**src/hw/rtl/wtsa_pkg.sv**
```systemverilog
// Shared types and constants of the web trace statistics accumulator.
package wtsa_pkg;

  // Function codes carried by an input transaction
  typedef enum logic [1:0] {
    FUNC_RECORD      = 2'd0,
    FUNC_READ_STAT   = 2'd1,
    FUNC_READ_SERVER = 2'd2,
    FUNC_NONE        = 2'd3
  } func_t;

  // Statistic selector codes
  localparam logic [3:0] STAT_REQUESTS = 4'd0;
  localparam logic [3:0] STAT_BYTES    = 4'd1;
  localparam logic [3:0] STAT_SIZE_MIN = 4'd2;
  localparam logic [3:0] STAT_SIZE_MAX = 4'd3;
  localparam logic [3:0] STAT_CLI_MIN  = 4'd4;
  localparam logic [3:0] STAT_CLI_MAX  = 4'd5;
  localparam logic [3:0] STAT_OBJ_MIN  = 4'd6;
  localparam logic [3:0] STAT_OBJ_MAX  = 4'd7;
  localparam logic [3:0] STAT_TIME_MIN = 4'd8;
  localparam logic [3:0] STAT_TIME_MAX = 4'd9;
  localparam logic [3:0] STAT_FIRST    = 4'd10;
  localparam logic [3:0] STAT_LAST     = 4'd11;
  localparam logic [3:0] STAT_DISORDER = 4'd12;
  localparam logic [3:0] STAT_SERVERS  = 4'd13;

  // Server counter store geometry
  localparam int SERVER_SLOTS = 256;
  localparam int SERVER_BITS  = $clog2(SERVER_SLOTS);
  localparam int UNIQUE_BITS  = 9;

  // Field constants
  localparam logic [31:0] SIZE_UNKNOWN  = 32'hFFFF_FFFF;
  localparam logic [2:0]  REGION_LIMIT  = 3'd4;
  localparam logic [5:0]  RETURN_LIMIT  = 6'd38;
  localparam logic [7:0]  METHOD_LIMIT  = 8'd9;
  localparam logic [7:0]  TYPE_LIMIT    = 8'd13;

  // One input transaction as held in the work stage
  typedef struct packed {
    func_t       func;
    logic [31:0] stamp;
    logic [31:0] client_code;
    logic [31:0] object_code;
    logic [31:0] xfer_size;
    logic [7:0]  server_byte;
    logic [7:0]  status_byte;
    logic [7:0]  method_code;
    logic [7:0]  type_code;
    logic [3:0]  stat_select;
  } item_t;

  // Control from the pipeline to the counter store
  typedef struct packed {
    logic                   rd_en;
    logic [SERVER_BITS-1:0] rd_addr;
    logic                   wr_en;
    logic [SERVER_BITS-1:0] cur_addr;
  } store_ctl_t;

endpackage

```
**src/hw/rtl/wtsa_stats.sv**
```systemverilog
// Running scalar statistics and the statistic read selector.
module wtsa_stats #(
  parameter int COUNT_BITS = 32
) (
  input  logic            clk,
  input  logic            rst,
  input  logic            upd,
  input  logic            new_server,
  input  wtsa_pkg::item_t item,
  output logic [63:0]     stat_value
);
  logic [COUNT_BITS-1:0]            request_total;
  logic [63:0]                      byte_total;
  logic [31:0]                      size_min, size_max;
  logic [31:0]                      client_min, client_max;
  logic [31:0]                      object_min, object_max;
  logic [31:0]                      time_min, time_max;
  logic [31:0]                      first_stamp;
  logic                             first_seen;
  logic [31:0]                      last_stamp;
  logic [COUNT_BITS-1:0]            disorder_total;
  logic [wtsa_pkg::UNIQUE_BITS-1:0] unique_servers;
  logic                             size_known;
  logic [63:0]                      size_ext;

  assign size_known = (item.xfer_size != wtsa_pkg::SIZE_UNKNOWN);
  assign size_ext   = {{32{item.xfer_size[31]}}, item.xfer_size};

  // Accumulate one record
  always_ff @(posedge clk) begin
    if (rst) begin
      request_total  <= '0;
      byte_total     <= '0;
      size_min       <= '1;
      size_max       <= '0;
      client_min     <= '1;
      client_max     <= '0;
      object_min     <= '1;
      object_max     <= '0;
      time_min       <= '1;
      time_max       <= '0;
      first_stamp    <= '1;
      first_seen     <= 1'b0;
      last_stamp     <= '0;
      disorder_total <= '0;
      unique_servers <= '0;
    end else if (upd) begin
      if (!first_seen) begin
        first_stamp <= item.stamp;
        first_seen  <= 1'b1;
      end
      request_total <= request_total + COUNT_BITS'(1);
      if (size_known) begin
        byte_total <= byte_total + size_ext;
        if (item.xfer_size < size_min) size_min <= item.xfer_size;
        if (item.xfer_size > size_max) size_max <= item.xfer_size;
      end
      if (item.stamp < last_stamp) begin
        disorder_total <= disorder_total + COUNT_BITS'(1);
      end
      last_stamp <= item.stamp;
      if (item.stamp < time_min) time_min <= item.stamp;
      if (item.stamp > time_max) time_max <= item.stamp;
      if (item.object_code < object_min) object_min <= item.object_code;
      if (item.object_code > object_max) object_max <= item.object_code;
      if (item.client_code < client_min) client_min <= item.client_code;
      if (item.client_code > client_max) client_max <= item.client_code;
      if (new_server) begin
        unique_servers <= unique_servers + wtsa_pkg::UNIQUE_BITS'(1);
      end
    end
  end

  // Statistic selector, unused codes read zero
  always_comb begin
    case (item.stat_select)
      wtsa_pkg::STAT_REQUESTS: stat_value = 64'(request_total);
      wtsa_pkg::STAT_BYTES:    stat_value = byte_total;
      wtsa_pkg::STAT_SIZE_MIN: stat_value = 64'(size_min);
      wtsa_pkg::STAT_SIZE_MAX: stat_value = 64'(size_max);
      wtsa_pkg::STAT_CLI_MIN:  stat_value = 64'(client_min);
      wtsa_pkg::STAT_CLI_MAX:  stat_value = 64'(client_max);
      wtsa_pkg::STAT_OBJ_MIN:  stat_value = 64'(object_min);
      wtsa_pkg::STAT_OBJ_MAX:  stat_value = 64'(object_max);
      wtsa_pkg::STAT_TIME_MIN: stat_value = 64'(time_min);
      wtsa_pkg::STAT_TIME_MAX: stat_value = 64'(time_max);
      wtsa_pkg::STAT_FIRST:    stat_value = 64'(first_stamp);
      wtsa_pkg::STAT_LAST:     stat_value = 64'(last_stamp);
      wtsa_pkg::STAT_DISORDER: stat_value = 64'(disorder_total);
      wtsa_pkg::STAT_SERVERS:  stat_value = 64'(unique_servers);
      default:                 stat_value = '0;
    endcase
  end
endmodule

```
**config.mk**
```make
export PLATFORM = sky130hd
export DESIGN_NAME = wtsa_stats
export DESIGN_NICKNAME = d
export VERILOG_FILES = /design/src/hw/rtl/wtsa_pkg.sv /design/src/hw/rtl/wtsa_stats.sv
export SDC_FILE = /design/constraint.sdc
export NUM_CORES = 1
export LEC_CHECK = 0
export BUFFER_PORTS_ARGS = -buffer_cell sky130_fd_sc_hd__buf_2
export CAP_MARGIN = 20
export CORE_ASPECT_RATIO = 2
export CORE_MARGIN = 3
export CORE_UTILIZATION = 50
export DETAILED_ROUTE_END_ITERATION = 6
export PLACE_DENSITY_LB_ADDON = 0.2
export SLEW_MARGIN = 20
export SYNTH_ARGS = -nofsm -noshare
export SYNTH_HDL_FRONTEND = slang
export SYNTH_SLANG_ARGS = --single-unit
```
**constraint.sdc**
```tcl
create_clock -name clk -period 3 [get_ports clk]
set_clock_uncertainty 0.15 [all_clocks]
set_input_delay 0.3 -clock clk [delete_from_list [all_inputs] [get_ports clk]]
set_output_delay 0.3 -clock clk [all_outputs]
set_load 0.01 [all_outputs]
```
---- Word-level counts from Yosys, hierarchy flattened ----
Index checks and enable logic that the tools add are counted.
word-level totals
  word-level logic and storage cells ...... 57
  ROM bits ................................ 0
  bits in registers ....................... 458
  bits in latches ......................... 0
  memory bits (writable) .................. 0
  memories kept ........................... 0
  input port bits ......................... 170
  output and inout port bits .............. 64
cells by class
  bitwise logic cells ..................... 1
  shift-type cells ........................ 0
  multipliers ............................. 0
  multiplexer cells ....................... 1
  reductions and logical operators ........ 13
  div/mod/pow operators ................... 0
  $lt $le $gt $ge ......................... 9
  $add $sub $neg .......................... 4
  equal/unequal tests ..................... 14
operator list
  operator                 count
  $pmux W64 S14            1
  $lt A32 B32 Y1           5
  $gt A32 B32 Y1           4
  $add A32 B1 Y32 const B  2
  $add A64 B64 Y64         1
  $ne A32 B32 Y1 const B   1
  $eq A4 B4 Y1 const B     6
  $reduce_and A2 Y1        10
  $eq A4 B3 Y1 const B     4
  $add A9 B1 Y9 const B    1
  $eq A4 B2 Y1 const B     2
  $reduce_and A3 Y1        2
  $eq A4 B1 Y1 const B     1
  $logic_not A4 Y1         1
  $not A1 Y1               1

---- Logic depth before layout (Yosys ltp) ----
  depth after elaboration ................. 2
  mapped depth ............................ 14

---- Least setup slack after synthesis ----
OpenSTA, ideal clock, no wires.
  path type ............................... input -> register
  start ................................... input item[36] (netlist name)
  end ..................................... register byte_total[34]
  arrival ................................. 2.725 ns
  slack ................................... 0.005 ns
  path buffers ............................ 0
  stages .................................. 12
  required time ........................... 2.730 ns
  cell sequence ........................... ha_1 -> fa_1 -> a21o_1 -> a221oi_2 -> a211oi_1 -> o21bai_1 -> a31oi_1 -> a21oi_1 -> o21bai_1 -> a21oi_1 -> nor4_1 -> a211o_1
on the way
  longest elaborated chain between the ends .. 2
  elaborated cells between the ends (all ways) .. 3
RTL lines
  item                                                      RTL line          source
  start: declaration                                        wtsa_stats.sv:9   input wtsa_pkg::item_t item,
  branches (longest 2 deep; another with $add A64 B64 Y64)  -
  end signal: assignment                                    wtsa_stats.sv:54  byte_total <= byte_total + size_ext;
  end: declaration                                          wtsa_stats.sv:13  logic [63:0] byte_total;
Parallel ways; which one is timed is not known.
A chain may end at the register's enable or synchronous reset.

---- Worst setup path in the final report ----
  start ................................... input item[55] (netlist name)
  end ..................................... register byte_total[63]
The elaborated chain is that of the path after synthesis.

==> summary.md <==
| Metric | Value |
|---|---|
| Run status | complete, but fails checks |
| Failing checks | DRC, setup timing |
| Max clock buf depth | 3 |
| Total GRT Usage | 34.19% |
| Reg2reg setup slack | -0.15 ns |
| Final Max Slew Viols | 0 |
| Ports | 234 |
| Post-DP HPWL | 84250 um |
| Post-synth ARST share | 0% |
| DIE WIDTH | 179.9 um |
| RSZ-0062 raised after global routing | yes |
| Final period util | 105.4% |
| Slew @ Worst Pin | about 1.1 ns |
| Total grt overflow | 0 |
| Reg2Reg Depth | 12 |
| CP max stage delay | 0.56 ns |
| Crit path required time | 3.32 ns |
| Via count | 31.41k |
| Mapped cell area | 30260 sq um |
| Crit Path Max Fanout | 5 |
| Post-DRT Antenna Nets | 0 |
| Worst slack, placed | -0.5229 ns |
| Worst Path Arrival | 3.48 ns |
| R2R Path Start | byte_total[20] |
| Setup WS post-layout | -0.1608 ns |
| CP Launch Point | item[55] |
| Initial Util | 50.51% |
| Power density over cell area | ~480 nW/um^2 |
| DRT Wirelength | roughly 120000 um |
| Share of layout cells above drive strength 1 | 25.17% |
| Final Hold Slack | 0.02199 ns |
| Largest net degree at the start of global routing | 115 |
| Number of global-route vias before repair | 30.84k |
| Clock slew at reported path FFs | 0.06 ns |
| Clock root cell | clkbuf_16 |
| EDFF count, synth | 0 |
| Top_reg_cell synth | dfxtp_1 |
| Mapped Nets | 4200 |
| R2R Path End | byte_total[63] |
| GP Congestion | 0.9840 |
| First-pass GRT wire length | 172200 um |
| Peak supply drop | 394.1 uV |
| Synth cell types | 86 |
| Final hold violation count | 0 |
| Drt drc | 16 |
| Fillers | 4931 |
| Tightest Hold Check Type | in -> reg |
| Fin util | 67.93% |
| Nets | 4891 |
| Crit Path Category | in -> reg |
| CP endpoint kind | flip-flop |
| Core area | 59910 sq um |
| Area delta synth->final | 34.50% |
| Max Freq | between 300 and 400 MHz |
| Critical path's slowest cell | dlygate4sd3_1 |
| CTS Buf Count | 43 |
| Synth Register Bits | about 460 |
| P_leak | slightly below 20 nW |
| Mapped Avg Cell Area | 8.222 sq um |
| Die Area | 63680 sq um |
| Synth warn | 0 |
| Final min period | between 3 and 4 ns |
| Initial drt markers | 2752 |
| Num rows | 127 |
| Post-synthesis cell count | 3680 |
| Critical Path Source Type | input port |
| CP cell instances | dlygate4sd3_1 -> buf_2 -> ha_4 -> nand2_2 -> buf_4 -> nor3_1 -> a21o_1 -> a211oi_4 -> o211ai_4 -> o31ai_4 -> o41ai_4 -> nand3_1 -> o211ai_1 -> mux2_1 |
| Clock latency at the later pin of the worst-skew pair | between 0.5 and 0.6 ns |
| IO buf count | 199 |
| Seq/Total Area, Yosys | between 30% and 40% |
| Number of vias per cell | 6.066 |
| Wirelength per Cell | 22.96 um |
| Die Height | 353.9 um |
| Commonest non-fill, non-tap cell in the layout | buf_4 |
| TritonCTS clock tree | yes |
| # setup viols final | 42 |
| Max_slew headroom | 29.13% |
| Iteration count of the initial detailed-routing pass | 7 |
| Clock Sinks | between 400 and 500 |
| Setup tns final | -1.512 ns |
| Crit path capture | byte_total[63] |
| Most frequent cells in the layout | buf_4 (473), dfxtp_1 (427), nor2_1 (363) |
| Max-cap viol count | 0 |
| Initial antenna violation count | 3 |
| H-tree levels | 2 |
-- sequential cells by signal, summed over array words and instances, names as in the netlist, 32 cells and up --
name,count
byte_total,64
client_max,32
client_min,32
disorder_total,32
first_stamp,32
last_stamp,32
object_max,32
object_min,32
request_total,32
size_max,32
size_min,32
time_max,32
time_min,32
-- where the power goes --
part           internal, mW  leakage [nW]  switching (mW)
logic                  3.14          14.8            3.48
clock network          3.38         0.721            2.61
registers              6.57          3.78           0.431
total                  13.1          19.3            6.52
-- critical path: cells and delay by family --
kind | cells | cell delay (ns)
fa+ha+maj | 1 | 0.26
compound gates | 6 | 1.29
buf+inv | 3 | 0.87
mux | 1 | 0.33
simple gates | 3 | 0.43
-- final cells by class --
class                           count  area, sq um  share of cell area [%]
Clock buffer                       60         1230                   3.022
Clock inverter                     16        242.7                  0.5964
Antenna cell                        3        7.507                 0.01845
Multi-Input combinational cell   2708        20700                   50.86
Inverter                          301         1132                   2.782
Sequential cell                   458         9213                   22.64
Tap cell                          774        968.4                   2.380
Timing Repair Buffer              859         7206                   17.71
-- how the worst min path moves through the flow --
stage / startpoint / cells past startpoint / to / slack, ns
after detailed placement: first_stamp[23] / 2 / first_stamp[23] / 0.31
after CTS: item[50] / 4 / size_max[14] / 0.0008
final: item[39] / 4 / size_max[3] / 0.02
after global routing: item[60] / 4 / size_max[24] / 0.03
after global placement: first_stamp[24] / 2 / first_stamp[24] / 0.30
after floorplan: item[142] / 1 / time_min[10] / 0.27
-- per-stage QoR --
stage	area [sq um]	power, mW	cells
global placement	35530	12.58	4931
floorplan	30260	10.16	3680
global route	40690	20.45	5178
detailed placement	35530	12.67	4931
finish	40700	19.62	5179
CTS	39150	19.07	5147
-- timing repair --
| item | in CTS | in global routing |
|---|---|---|
| buffers inserted | 18 | 22 |
| resized for setup | 118 | 231 |
| hold endpoints to repair | 277 | 0 |
| hold buffers | 112 | 0 |
| pin swaps | 62 | 106 |
| gates cloned | 10 | 17 |
| setup endpoints to repair | 241 | 303 |
-- cell usage after synthesis, drive strengths merged, types with 27 or more instances --
cell type / instances / area share [%]
dfxtp: 458 / 30
nor2: 374 / 4.6
ha: 349 / 14
nand2: 318 / 3.9
inv: 300 / 3.7
a21oi: 211 / 3.5
mux2i: 196 / 6.5
clkbuf: 165 / 2.1
a21o: 144 / 3.6
nand3: 113 / 1.9
nand4: 99 / 2.0
a22oi: 83 / 2.1
o21ai: 81 / 1.3
nor3: 72 / 1.2
a221oi: 67 / 2.0
xnor2: 54 / 1.6
buf: 48 / 0.89
xor2: 47 / 1.4
o21a: 46 / 1.1
a31oi: 44 / 0.91
o211ai: 44 / 1.2
and2: 38 / 0.79
a211o: 36 / 1.0
a22o: 32 / 0.93
nand2b: 28 / 0.58
and3: 27 / 0.56
nor2b: 27 / 0.56
-- routing by layer --
layer	wire length (um)	up-vias	global-route usage (%)
met4	10490	2	24.00
li1	-	14580	-
met5	13	-	0
met3	7312	454	3.526
met1	41710	14980	37.36
met2	59380	1399	61.46
-- logic make-up (layout without fill, tap and decap cells) --
family          count (synthesis)  count (layout)  share of synthesized area [%]
fa+ha+maj                     350             350                          14.50
flops                         458             458                          30.30
simple gates                 1163            1163                          17.96
mux                           201             201                          6.707
compound gates                893             893                          20.93
buf+inv                       514            1236                          6.674
xor+xnor                      101             101                          2.924
other cells                     0               3                              0
No activity file was read; power rests on OpenSTA's default activity.
